File: config.mk
export PLATFORM = sky130hd
export DESIGN_NAME = sliding_median_filter_top_flat
export DESIGN_NICKNAME = d
export VERILOG_FILES = /design/src/rtl/smf_pkg.sv /design/src/rtl/smf_ifs.sv /design/src/rtl/smf_ram.sv /design/src/rtl/sliding_median_filter_top.sv /design/src/flat_wrapper.sv
export SDC_FILE = /design/constraint.sdc
export NUM_CORES = 1
export LEC_CHECK = 0
export BUFFER_PORTS_ARGS = -buffer_cell sky130_fd_sc_hd__buf_2
export CORE_ASPECT_RATIO = 0.75
export CORE_MARGIN = 5
export CORE_UTILIZATION = 50
export DETAILED_ROUTE_END_ITERATION = 6
export PLACE_DENSITY_LB_ADDON = 0.05
export SYNTH_ARGS = -nofsm -noshare
export SYNTH_HDL_FRONTEND = slang
export SYNTH_SLANG_ARGS = --single-unit
File: constraint.sdc
create_clock -name clock -period 5.5 [get_ports clock]
set_clock_uncertainty 0.1 [all_clocks]
set_input_delay 1.65 -clock clock [delete_from_list [all_inputs] [get_ports clock]]
set_output_delay 1.65 -clock clock [all_outputs]
set_load 0.03 [all_outputs]
File: src/rtl/smf_pkg.sv
// shared types and constants for the sliding median filter
package smf_pkg;

   localparam int CFG_W = 4;
   localparam logic [CFG_W-1:0] WINDOW_LENGTH_RESET = 4'd5;

   typedef enum logic [3:0] {
      ST_IDLE = 4'b0001,
      ST_FIND = 4'b0010,
      ST_SORT = 4'b0100,
      ST_MED  = 4'b1000
   } state_type;

endpackage

File: src/rtl/smf_ifs.sv
// valid/ready channel interfaces for sample, median and window length words
interface smf_sample_if #(
   parameter int SAMPLE_BITS = 16
);
   logic                          valid;
   logic                          ready;
   logic signed [SAMPLE_BITS-1:0] sample;

   modport source (output valid, output sample, input ready);
   modport sink (input valid, input sample, output ready);
endinterface

interface smf_median_if #(
   parameter int SAMPLE_BITS = 16
);
   logic                          valid;
   logic                          ready;
   logic signed [SAMPLE_BITS-1:0] median;

   modport source (output valid, output median, input ready);
   modport sink (input valid, input median, output ready);
endinterface

interface smf_cfg_if;
   logic                         valid;
   logic                         ready;
   logic [smf_pkg::CFG_W-1:0]    window_length;

   modport source (output valid, output window_length, input ready);
   modport sink (input valid, input window_length, output ready);
endinterface

File: src/rtl/smf_ram.sv
// generic single write port ram with registered read
module smf_ram #(
   parameter int WIDTH = 16,
   parameter int DEPTH = 15
) (
   input  logic                     clock,
   input  logic                     wr_en,
   input  logic [$clog2(DEPTH)-1:0] wr_addr,
   input  logic [WIDTH-1:0]         wr_data,
   input  logic                     rd_en,
   input  logic [$clog2(DEPTH)-1:0] rd_addr,
   output logic [WIDTH-1:0]         rd_data
);

   logic [WIDTH-1:0] mem_ff [DEPTH];
   logic [WIDTH-1:0] rd_data_ff;

   always_ff @(posedge clock) begin
      if (wr_en) begin
         mem_ff[wr_addr] <= wr_data;
      end
      if (rd_en) begin
         rd_data_ff <= mem_ff[rd_addr];
      end
   end

   assign rd_data = rd_data_ff;

endmodule

File: src/rtl/sliding_median_filter_top.sv
// sliding window median filter top level with sorted window and sequencer
// steps: accept a sample, search the sorted window for the word that leaves (full window only),
// insert the new word by compare and swap, then offer the median word once the window is full
// a new sample is taken only in the idle state, after the previous one is through; one compare per cycle
// reset: window empty, length 5, result channel empty; no clearing pass
module sliding_median_filter_top #(
   parameter int MAX_WINDOW  = 15,
   parameter int SAMPLE_BITS = 16
) (
   input logic        clock,
   input logic        reset,
   smf_sample_if.sink req_chan,
   smf_median_if.source rsp_chan,
   smf_cfg_if.sink    csr_chan
);

   localparam int IDX_W   = $clog2(MAX_WINDOW);
   localparam int CNT_W   = $clog2(MAX_WINDOW + 1);
   localparam int LW      = (CNT_W > smf_pkg::CFG_W) ? CNT_W : smf_pkg::CFG_W;
   localparam int LEN_CAP = (MAX_WINDOW % 2 == 0) ? MAX_WINDOW - 1 : MAX_WINDOW;

   smf_pkg::state_type state_ff, state_in;

   logic [smf_pkg::CFG_W-1:0]     wl_ff, wl_in;
   logic [CNT_W-1:0]              fill_ff, fill_in;
   logic [IDX_W-1:0]              oldest_ff, oldest_in;
   logic [IDX_W-1:0]              k_ff, k_in;
   logic [IDX_W-1:0]              pos_ff, pos_in;
   logic [IDX_W-1:0]              slot_ff, slot_in;
   logic                          down_ff, down_in;
   logic signed [SAMPLE_BITS-1:0] new_ff, new_in;
   logic                          rsp_valid_ff, rsp_valid_in;
   logic signed [SAMPLE_BITS-1:0] rsp_median_ff, rsp_median_in;

   logic signed [SAMPLE_BITS-1:0] srt_ff [MAX_WINDOW];
   logic                          srt_we;
   logic [IDX_W-1:0]              srt_waddr;
   logic signed [SAMPLE_BITS-1:0] srt_wdata;
   logic [IDX_W-1:0]              rd_addr;
   logic signed [SAMPLE_BITS-1:0] rd_data;

   logic                          ram_we;
   logic [IDX_W-1:0]              ram_waddr;
   logic [SAMPLE_BITS-1:0]        ram_wdata;
   logic                          ram_re;
   logic [SAMPLE_BITS-1:0]        ram_rdata;
   logic signed [SAMPLE_BITS-1:0] old_key;

   logic [LW-1:0]    len_raw;
   logic [LW-1:0]    len_w;
   logic [CNT_W-1:0] len;
   logic [IDX_W-1:0] half;
   logic [IDX_W-1:0] last;
   logic             full;
   logic             at_edge;
   logic             swap;
   logic [IDX_W-1:0] q_idx;
   logic [CNT_W-1:0] fill_next;

   // effective odd length, capped to storage
   assign len_raw = LW'(wl_ff) | LW'(1);
   assign len_w   = (len_raw > LW'(LEN_CAP)) ? LW'(LEN_CAP) : len_raw;
   assign len     = CNT_W'(len_w);
   assign half    = IDX_W'(len >> 1);
   assign last    = IDX_W'(len - CNT_W'(1));
   assign full    = (fill_ff == len);
   assign fill_next = fill_ff + CNT_W'(1);
   assign old_key = $signed(ram_rdata);

   assign rd_data = srt_ff[rd_addr];

   // neighbor of the moving word inside the sorted window
   assign at_edge = down_ff ? (pos_ff == '0) : (pos_ff == last);
   assign q_idx   = at_edge ? pos_ff : (down_ff ? pos_ff - IDX_W'(1) : pos_ff + IDX_W'(1));

   assign req_chan.ready = (state_ff == smf_pkg::ST_IDLE);
   assign csr_chan.ready = 1'b1;
   assign rsp_chan.valid  = rsp_valid_ff;
   assign rsp_chan.median = rsp_median_ff;

   smf_ram #(
      .WIDTH (SAMPLE_BITS),
      .DEPTH (MAX_WINDOW)
   ) u_window_ram (
      .clock   (clock),
      .wr_en   (ram_we),
      .wr_addr (ram_waddr),
      .wr_data (ram_wdata),
      .rd_en   (ram_re),
      .rd_addr (oldest_ff),
      .rd_data (ram_rdata)
   );

   always_comb begin
      state_in      = state_ff;
      wl_in         = wl_ff;
      fill_in       = fill_ff;
      oldest_in     = oldest_ff;
      k_in          = k_ff;
      pos_in        = pos_ff;
      slot_in       = slot_ff;
      down_in       = down_ff;
      new_in        = new_ff;
      rsp_valid_in  = rsp_valid_ff && !rsp_chan.ready;
      rsp_median_in = rsp_median_ff;
      srt_we        = 1'b0;
      srt_waddr     = pos_ff;
      srt_wdata     = new_ff;
      rd_addr       = k_ff;
      ram_we        = 1'b0;
      ram_waddr     = slot_ff;
      ram_wdata     = new_ff;
      ram_re        = 1'b0;
      swap          = 1'b0;

      case (state_ff)
         smf_pkg::ST_IDLE: begin
            if (req_chan.valid) begin
               new_in = req_chan.sample;
               if (full) begin
                  // fetch the word that leaves the window
                  ram_re   = 1'b1;
                  slot_in  = oldest_ff;
                  k_in     = '0;
                  state_in = smf_pkg::ST_FIND;
               end else begin
                  ram_we    = 1'b1;
                  ram_waddr = IDX_W'(fill_ff);
                  ram_wdata = req_chan.sample;
                  pos_in    = IDX_W'(fill_ff);
                  down_in   = 1'b1;
                  state_in  = smf_pkg::ST_SORT;
               end
            end
         end
         smf_pkg::ST_FIND: begin
            rd_addr = k_ff;
            if (rd_data == old_key) begin
               pos_in   = k_ff;
               down_in  = (new_ff < old_key);
               ram_we   = 1'b1;
               state_in = smf_pkg::ST_SORT;
            end else begin
               k_in = k_ff + IDX_W'(1);
            end
         end
         smf_pkg::ST_SORT: begin
            rd_addr = q_idx;
            swap    = !at_edge && (down_ff ? (rd_data > new_ff) : (rd_data < new_ff));
            srt_we  = 1'b1;
            if (swap) begin
               srt_wdata = rd_data;
               pos_in    = q_idx;
            end else begin
               srt_wdata = new_ff;
               if (!full) begin
                  fill_in = fill_next;
                  if (fill_next == len) begin
                     oldest_in = '0;
                     state_in  = smf_pkg::ST_MED;
                  end else begin
                     state_in = smf_pkg::ST_IDLE;
                  end
               end else begin
                  oldest_in = (oldest_ff == last) ? '0 : oldest_ff + IDX_W'(1);
                  state_in  = smf_pkg::ST_MED;
               end
            end
         end
         smf_pkg::ST_MED: begin
            rd_addr = half;
            if (!rsp_valid_ff || rsp_chan.ready) begin
               rsp_median_in = rd_data;
               rsp_valid_in  = 1'b1;
               state_in      = smf_pkg::ST_IDLE;
            end
         end
         default: begin
            state_in = smf_pkg::ST_IDLE;
         end
      endcase

      // length write empties the window
      if (csr_chan.valid) begin
         wl_in     = csr_chan.window_length;
         fill_in   = '0;
         oldest_in = '0;
      end
   end

   always_ff @(posedge clock) begin
      if (reset) begin
         state_ff     <= smf_pkg::ST_IDLE;
         wl_ff        <= smf_pkg::WINDOW_LENGTH_RESET;
         fill_ff      <= '0;
         oldest_ff    <= '0;
         rsp_valid_ff <= 1'b0;
      end else begin
         state_ff     <= state_in;
         wl_ff        <= wl_in;
         fill_ff      <= fill_in;
         oldest_ff    <= oldest_in;
         rsp_valid_ff <= rsp_valid_in;
      end
   end

   always_ff @(posedge clock) begin
      k_ff          <= k_in;
      pos_ff        <= pos_in;
      slot_ff       <= slot_in;
      down_ff       <= down_in;
      new_ff        <= new_in;
      rsp_median_ff <= rsp_median_in;
      if (srt_we) begin
         srt_ff[srt_waddr] <= srt_wdata;
      end
   end

`ifndef ASSERT_OFF
   a_fill_bound: assert property (@(posedge clock) disable iff (reset)
      fill_ff <= len)
      else $error("fill count beyond window length");

   a_oldest_bound: assert property (@(posedge clock) disable iff (reset)
      full |-> (CNT_W'(oldest_ff) < len))
      else $error("oldest slot outside window");

   a_find_bound: assert property (@(posedge clock) disable iff (reset)
      (state_ff == smf_pkg::ST_FIND) |-> (CNT_W'(k_ff) < len))
      else $error("leaving word not found in sorted window");

   a_sort_bound: assert property (@(posedge clock) disable iff (reset)
      (state_ff == smf_pkg::ST_SORT) |-> (CNT_W'(pos_ff) < len))
      else $error("insert position outside window");

   a_rsp_source: assert property (@(posedge clock) disable iff (reset)
      $rose(rsp_valid_ff) |-> $past(state_ff == smf_pkg::ST_MED))
      else $error("median word raised outside output step");
`endif

endmodule

File: src/flat_wrapper.sv
// flat-port wrapper written by rule: the top's interface ports become plain ports
module sliding_median_filter_top_flat 
#(
   parameter int MAX_WINDOW  = 15,
   parameter int SAMPLE_BITS = 16
)
  (clock, reset, req_chan_valid, req_chan_sample, req_chan_ready, rsp_chan_valid, rsp_chan_median, rsp_chan_ready, csr_chan_valid, csr_chan_window_length, csr_chan_ready);
  smf_sample_if #(.SAMPLE_BITS(SAMPLE_BITS)) req_chan_i ();
  smf_median_if #(.SAMPLE_BITS(SAMPLE_BITS)) rsp_chan_i ();
  smf_cfg_if csr_chan_i ();
  input logic clock;
  input logic reset;
  input wire logic [$bits(req_chan_i.valid)-1:0] req_chan_valid;
  input wire logic [$bits(req_chan_i.sample)-1:0] req_chan_sample;
  output wire logic [$bits(req_chan_i.ready)-1:0] req_chan_ready;
  output wire logic [$bits(rsp_chan_i.valid)-1:0] rsp_chan_valid;
  output wire logic [$bits(rsp_chan_i.median)-1:0] rsp_chan_median;
  input wire logic [$bits(rsp_chan_i.ready)-1:0] rsp_chan_ready;
  input wire logic [$bits(csr_chan_i.valid)-1:0] csr_chan_valid;
  input wire logic [$bits(csr_chan_i.window_length)-1:0] csr_chan_window_length;
  output wire logic [$bits(csr_chan_i.ready)-1:0] csr_chan_ready;
  assign req_chan_i.valid = req_chan_valid;
  assign req_chan_i.sample = req_chan_sample;
  assign req_chan_ready = req_chan_i.ready;
  assign rsp_chan_valid = rsp_chan_i.valid;
  assign rsp_chan_median = rsp_chan_i.median;
  assign rsp_chan_i.ready = rsp_chan_ready;
  assign csr_chan_i.valid = csr_chan_valid;
  assign csr_chan_i.window_length = csr_chan_window_length;
  assign csr_chan_ready = csr_chan_i.ready;
  sliding_median_filter_top #(.MAX_WINDOW(MAX_WINDOW), .SAMPLE_BITS(SAMPLE_BITS)) u_core (.clock(clock), .reset(reset), .req_chan(req_chan_i), .rsp_chan(rsp_chan_i), .csr_chan(csr_chan_i));
endmodule
==> load_flow_metrics.sql <==
INSERT INTO impl_metrics (metric_group, metric, value, unit) VALUES
('outcome', 'run_status', 'finished with violations', ''),
('outcome', 'violated_checks', 'negative setup slack', ''),
('layout', 'nNetsFinal', '1991', ''),
('grt', 'gr-usage-all-layers', '0.2528', ''),
('layout', 'antenna_cells', '0', ''),
('synth', 'yosysWarnings', '0', ''),
('placed_design', 'buffer_ports.inserted', '41', ''),
('die', 'die_w', '264.1', 'um'),
('synth', 'synth.yosys.seq_area_share', '0.6841', ''),
('timing', 'min_period', '5.659', 'ns'),
('layout', 'drive_above_1_share', '0.3423', ''),
('placed_design', 'placed_area', '27750', 'um^2'),
('routing', 'detailed_route_drc_error_count', '0', ''),
('critical_path', 'worstSetupEndpoint', 'u_core.srt_ff[7][11]$_DFFE_PP_', ''),
('critical_path', 'r2r_setup_slack', '-0.16', 'ns'),
('grt', 'first_global_vias', '15030', ''),
('timing', 'transition_time_of_the_tightest_slew_check_pin', '1.133', 'ns'),
('critical_path', 'timing.rr.end', 'u_core.srt_ff[7][11]$_DFFE_PP_', ''),
('synth', 'synth_cells', '1592', ''),
('synth', 'synth_cell_types', '82', ''),
('routing', 'first_iter_violations', '1904', ''),
('clocking', 'clk_path_buf_depth', '3', ''),
('power_and_ir_drop', 'pwr_density_cell', '405.3', 'nW/um^2'),
('layout', 'synthToLayoutAreaGrowth', '25.25', '%'),
('die', 'die_area', '52980', 'um^2'),
('timing', 'top_achievable_clock_speed', '176.7', 'MHz'),
('synth', 'synth_area', '24210', 'um^2'),
('synth', 'synth.net_count', '1654', ''),
('timing', 'share_of_the_clock_period_used_by_the_worst_path', '1.029', ''),
('timing', 'finalHoldViolations', '0', ''),
('synth', 'register_bit_count_reported_by_yosys', '557', ''),
('die', 'ioPinCount', '44', ''),
('hold_path', 'hold_path.class', 'reg -> reg', ''),
('grt', 'grt.met1_usage', '0.4046', ''),
('layout', 'finalInstanceArea', '30330', 'um^2'),
('grt', 'grt_most_used_layer', 'met1', ''),
('grt', 'grt_max_degree', '63', ''),
('synth', 'synth.area.top_cells', 'sky130_fd_sc_hd__edfxtp_1 (67%), sky130_fd_sc_hd__mux4_2 (6.0%), sky130_fd_sc_hd__mux2i_1 (3.8%)', ''),
('critical_path', 'critical_path.startpoint', 'u_core.pos_ff[0]$_DFFE_PP_', ''),
('grt', 'grt_antenna_before_repair', '2', ''),
('clocking', 'cts_htree_levels', '2', ''),
('timing', 'report.final.setup_viol', '246', ''),
('routing', 'via_per_inst', '6.010', ''),
('critical_path', 'ff2ff_path_depth', '23', ''),
('placed_design', 'detailedPlace.worstSlack', '-0.5201', 'ns'),
('layout', 'n_fill_cell', '3549', ''),
('die', 'start_util', '0.5081', ''),
('critical_path', 'critPathCaptureType', 'register', ''),
('critical_path', 'setup.worst_path.class', 'reg -> reg', ''),
('grt', 'met2_usage', '0.3587', ''),
('run', 'maxCapViolations', '0', ''),
('clocking', 'clkLatencyLatePin', '0.62', 'ns'),
('power_and_ir_drop', 'static-leakage-power', '10.57', 'nW'),
('clocking', 'tritoncts', 'done', ''),
('routing', 'final_antenna_net_count', '0', ''),
('synth', 'yosysTopAreaCell', 'sky130_fd_sc_hd__edfxtp_1', ''),
('placed_design', 'dp_hpwl', '45740', 'um'),
('grt', 'use_met3', '0.05404', ''),
('routing', 'vias', '15690', ''),
('timing', 'grt_setup_unrepaired', 'yes', ''),
('critical_path', 'cp_data_arrival_time', '5.88', 'ns'),
('synth', 'synth_area_per_cell', '15.21', 'um^2'),
('die', 'floorplan_row_count', '69', ''),
('layout', 'layout.cells.most_common_list', 'sky130_fd_sc_hd__edfxtp_1 (541), sky130_fd_sc_hd__buf_4 (279), sky130_fd_sc_hd__nand2_1 (130), sky130_fd_sc_hd__mux2i_1 (83), sky130_fd_sc_hd__mux4_2 (64)', ''),
('synth', 'synthFlopType', 'sky130_fd_sc_hd__edfxtp_1', ''),
('die', 'core_area', '47660', 'um^2'),
('grt', 'grt_remaining_overflow', '0', ''),
('clocking', 'clkSinkCount', '557', ''),
('timing', 'postLayoutSetupSlackWorst', '-0.1594', 'ns'),
('critical_path', 'worst_r2r_startpoint', 'u_core.pos_ff[0]$_DFFE_PP_', ''),
('clocking', 'ctsRootBufferMaster', 'sky130_fd_sc_hd__clkbuf_16', '');
-- repair_timing --
item,in CTS,in global routing
pin swaps,6,35
hold endpoints to repair,0,0
endpoints found under the setup margin,496,496
cloned,8,2
buffers inserted,9,11
hold buffers,0,0
gates resized for setup,71,54
-- metal layers --
layer | vias to the layer above | part of all wire
li1 | 6981 | -
met1 | 7956 | 0.47
met2 | 672 | 0.43
met3 | 79 | 0.087
met4 | 4 | 0.018
met5 | - | 0.0014
-- flip-flops by register name, summed over array words and instances, names as in the netlist --
signal,count
u_core.pos_ff,4
u_core.srt_ff,240
u_core.down_ff,1
u_core.oldest_ff,4
u_core.u_window_ram.mem_ff,240
u_core.state_ff,4
u_core.u_window_ram.rd_data,16
u_core.new_ff,16
u_core.fill_ff,4
u_core.slot_ff,4
u_core.k_ff,4
u_core.rsp_chan.median,16
u_core.wl_ff,3
u_core.rsp_chan.valid,1
-- report_power, final --
group          switching [mW]  total [mW]  leakage (nW)  internal (mW)
registers              0.0491        5.17          5.03           5.12
logic                    1.92        3.42          4.68           1.50
clock network            1.58        3.71         0.854           2.13
total                    3.55        12.3          10.6           8.74
-- how the worst min path moves through the flow --
stage                                     startpoint  slack [ns]                         endpoint  cells after the start
CTS                  u_core.state_ff[2]$_SDFFE_PP0P_        0.55  u_core.state_ff[2]$_SDFFE_PP0P_                      3
finish               u_core.state_ff[2]$_SDFFE_PP0P_        0.55  u_core.state_ff[2]$_SDFFE_PP0P_                      3
detailed placement      u_core.k_ff[3]$_SDFFCE_PN0P_        0.53     u_core.k_ff[3]$_SDFFCE_PN0P_                      2
global placement        u_core.k_ff[3]$_SDFFCE_PN0P_        0.53     u_core.k_ff[3]$_SDFFCE_PN0P_                      2
global route        u_core.oldest_ff[1]$_SDFFE_PP0P_        0.58      u_core.slot_ff[1]$_DFFE_PP_                      0
floorplan           u_core.oldest_ff[3]$_SDFFE_PP0P_        0.31      u_core.slot_ff[3]$_DFFE_PP_                      0
-- cells by family after synthesis --
logic type	after synthesis	synth area share
AO/OA/AOI/OAI	323	0.09270
XOR/XNOR	22	0.007958
adder cells (fa/ha/maj)	37	0.01943
buffers and inverters	137	0.02377
flip-flops	557	0.6841
multiplexers	174	0.1060
other	1	0.0001549
AND/OR/NAND/NOR	341	0.06588
-- worst max-delay path, stage by stage, from the launching register on --
cell and delay, ns:
sky130_fd_sc_hd__edfxtp_1 0.43, sky130_fd_sc_hd__buf_6 0.15, sky130_fd_sc_hd__fa_1 0.46, sky130_fd_sc_hd__inv_1 0.08, sky130_fd_sc_hd__a211oi_2 0.05, sky130_fd_sc_hd__buf_4 0.14, sky130_fd_sc_hd__mux2i_4 0.40, sky130_fd_sc_hd__clkbuf_16 0.25
sky130_fd_sc_hd__a31oi_1 0.11, sky130_fd_sc_hd__a221oi_1 0.39, sky130_fd_sc_hd__a211oi_2 0.11, sky130_fd_sc_hd__a21oi_2 0.16, sky130_fd_sc_hd__ha_1 0.26, sky130_fd_sc_hd__nor2b_1 0.13, sky130_fd_sc_hd__o21a_1 0.17, sky130_fd_sc_hd__o21a_1 0.18
sky130_fd_sc_hd__o21a_1 0.22, sky130_fd_sc_hd__o21ai_4 0.21, sky130_fd_sc_hd__nand4_1 0.18, sky130_fd_sc_hd__a211o_1 0.36, sky130_fd_sc_hd__a21oi_4 0.26, sky130_fd_sc_hd__buf_6 0.19, sky130_fd_sc_hd__buf_16 0.22, sky130_fd_sc_hd__o21ai_4 0.13
-- stage by stage --
stage / TNS [ns] / hold WS, ns / utilization / instances / power [mW]
global placement: -103.83 / 0.5326 / 0.5824 / 2484 / 8.220
global route: -119.25 / 0.5828 / 0.6364 / 2611 / 12.76
detailed placement: -123.38 / 0.5318 / 0.5824 / 2484 / 8.262
finish: -31.32 / 0.5464 / 0.6364 / 2611 / 12.29
CTS: 0 / 0.5492 / 0.6291 / 2598 / 12.17
floorplan: 0 / 0.3064 / - / 1592 / 6.718
-- cell type report --
type                    instances  area, um^2  area share
clock buffers                  61        1335     0.04402
clock inverters                36       419.2     0.01382
inverters                      42       157.7    0.005198
multi-input cells             904        7771      0.2562
flip-flops and latches        557       16570      0.5465
well taps                     639       799.5     0.02636
repair buffers                372        3273      0.1079
-- Yosys cell counts, drive strengths merged (16+ instances only) --
| cell | count |
|---|---|
| a31oi | 28 |
| a211oi | 16 |
| edfxtp | 541 |
| mux2 | 19 |
| a21o | 16 |
| nand3 | 26 |
| inv | 42 |
| o21ai | 86 |
| ha | 36 |
| clkbuf | 50 |
| a21oi | 41 |
| mux4 | 64 |
| nor2 | 76 |
| buf | 45 |
| nand2 | 139 |
| dfxtp | 16 |
| nor3 | 24 |
| mux2i | 91 |
Power figures use the tool's default switching activity.
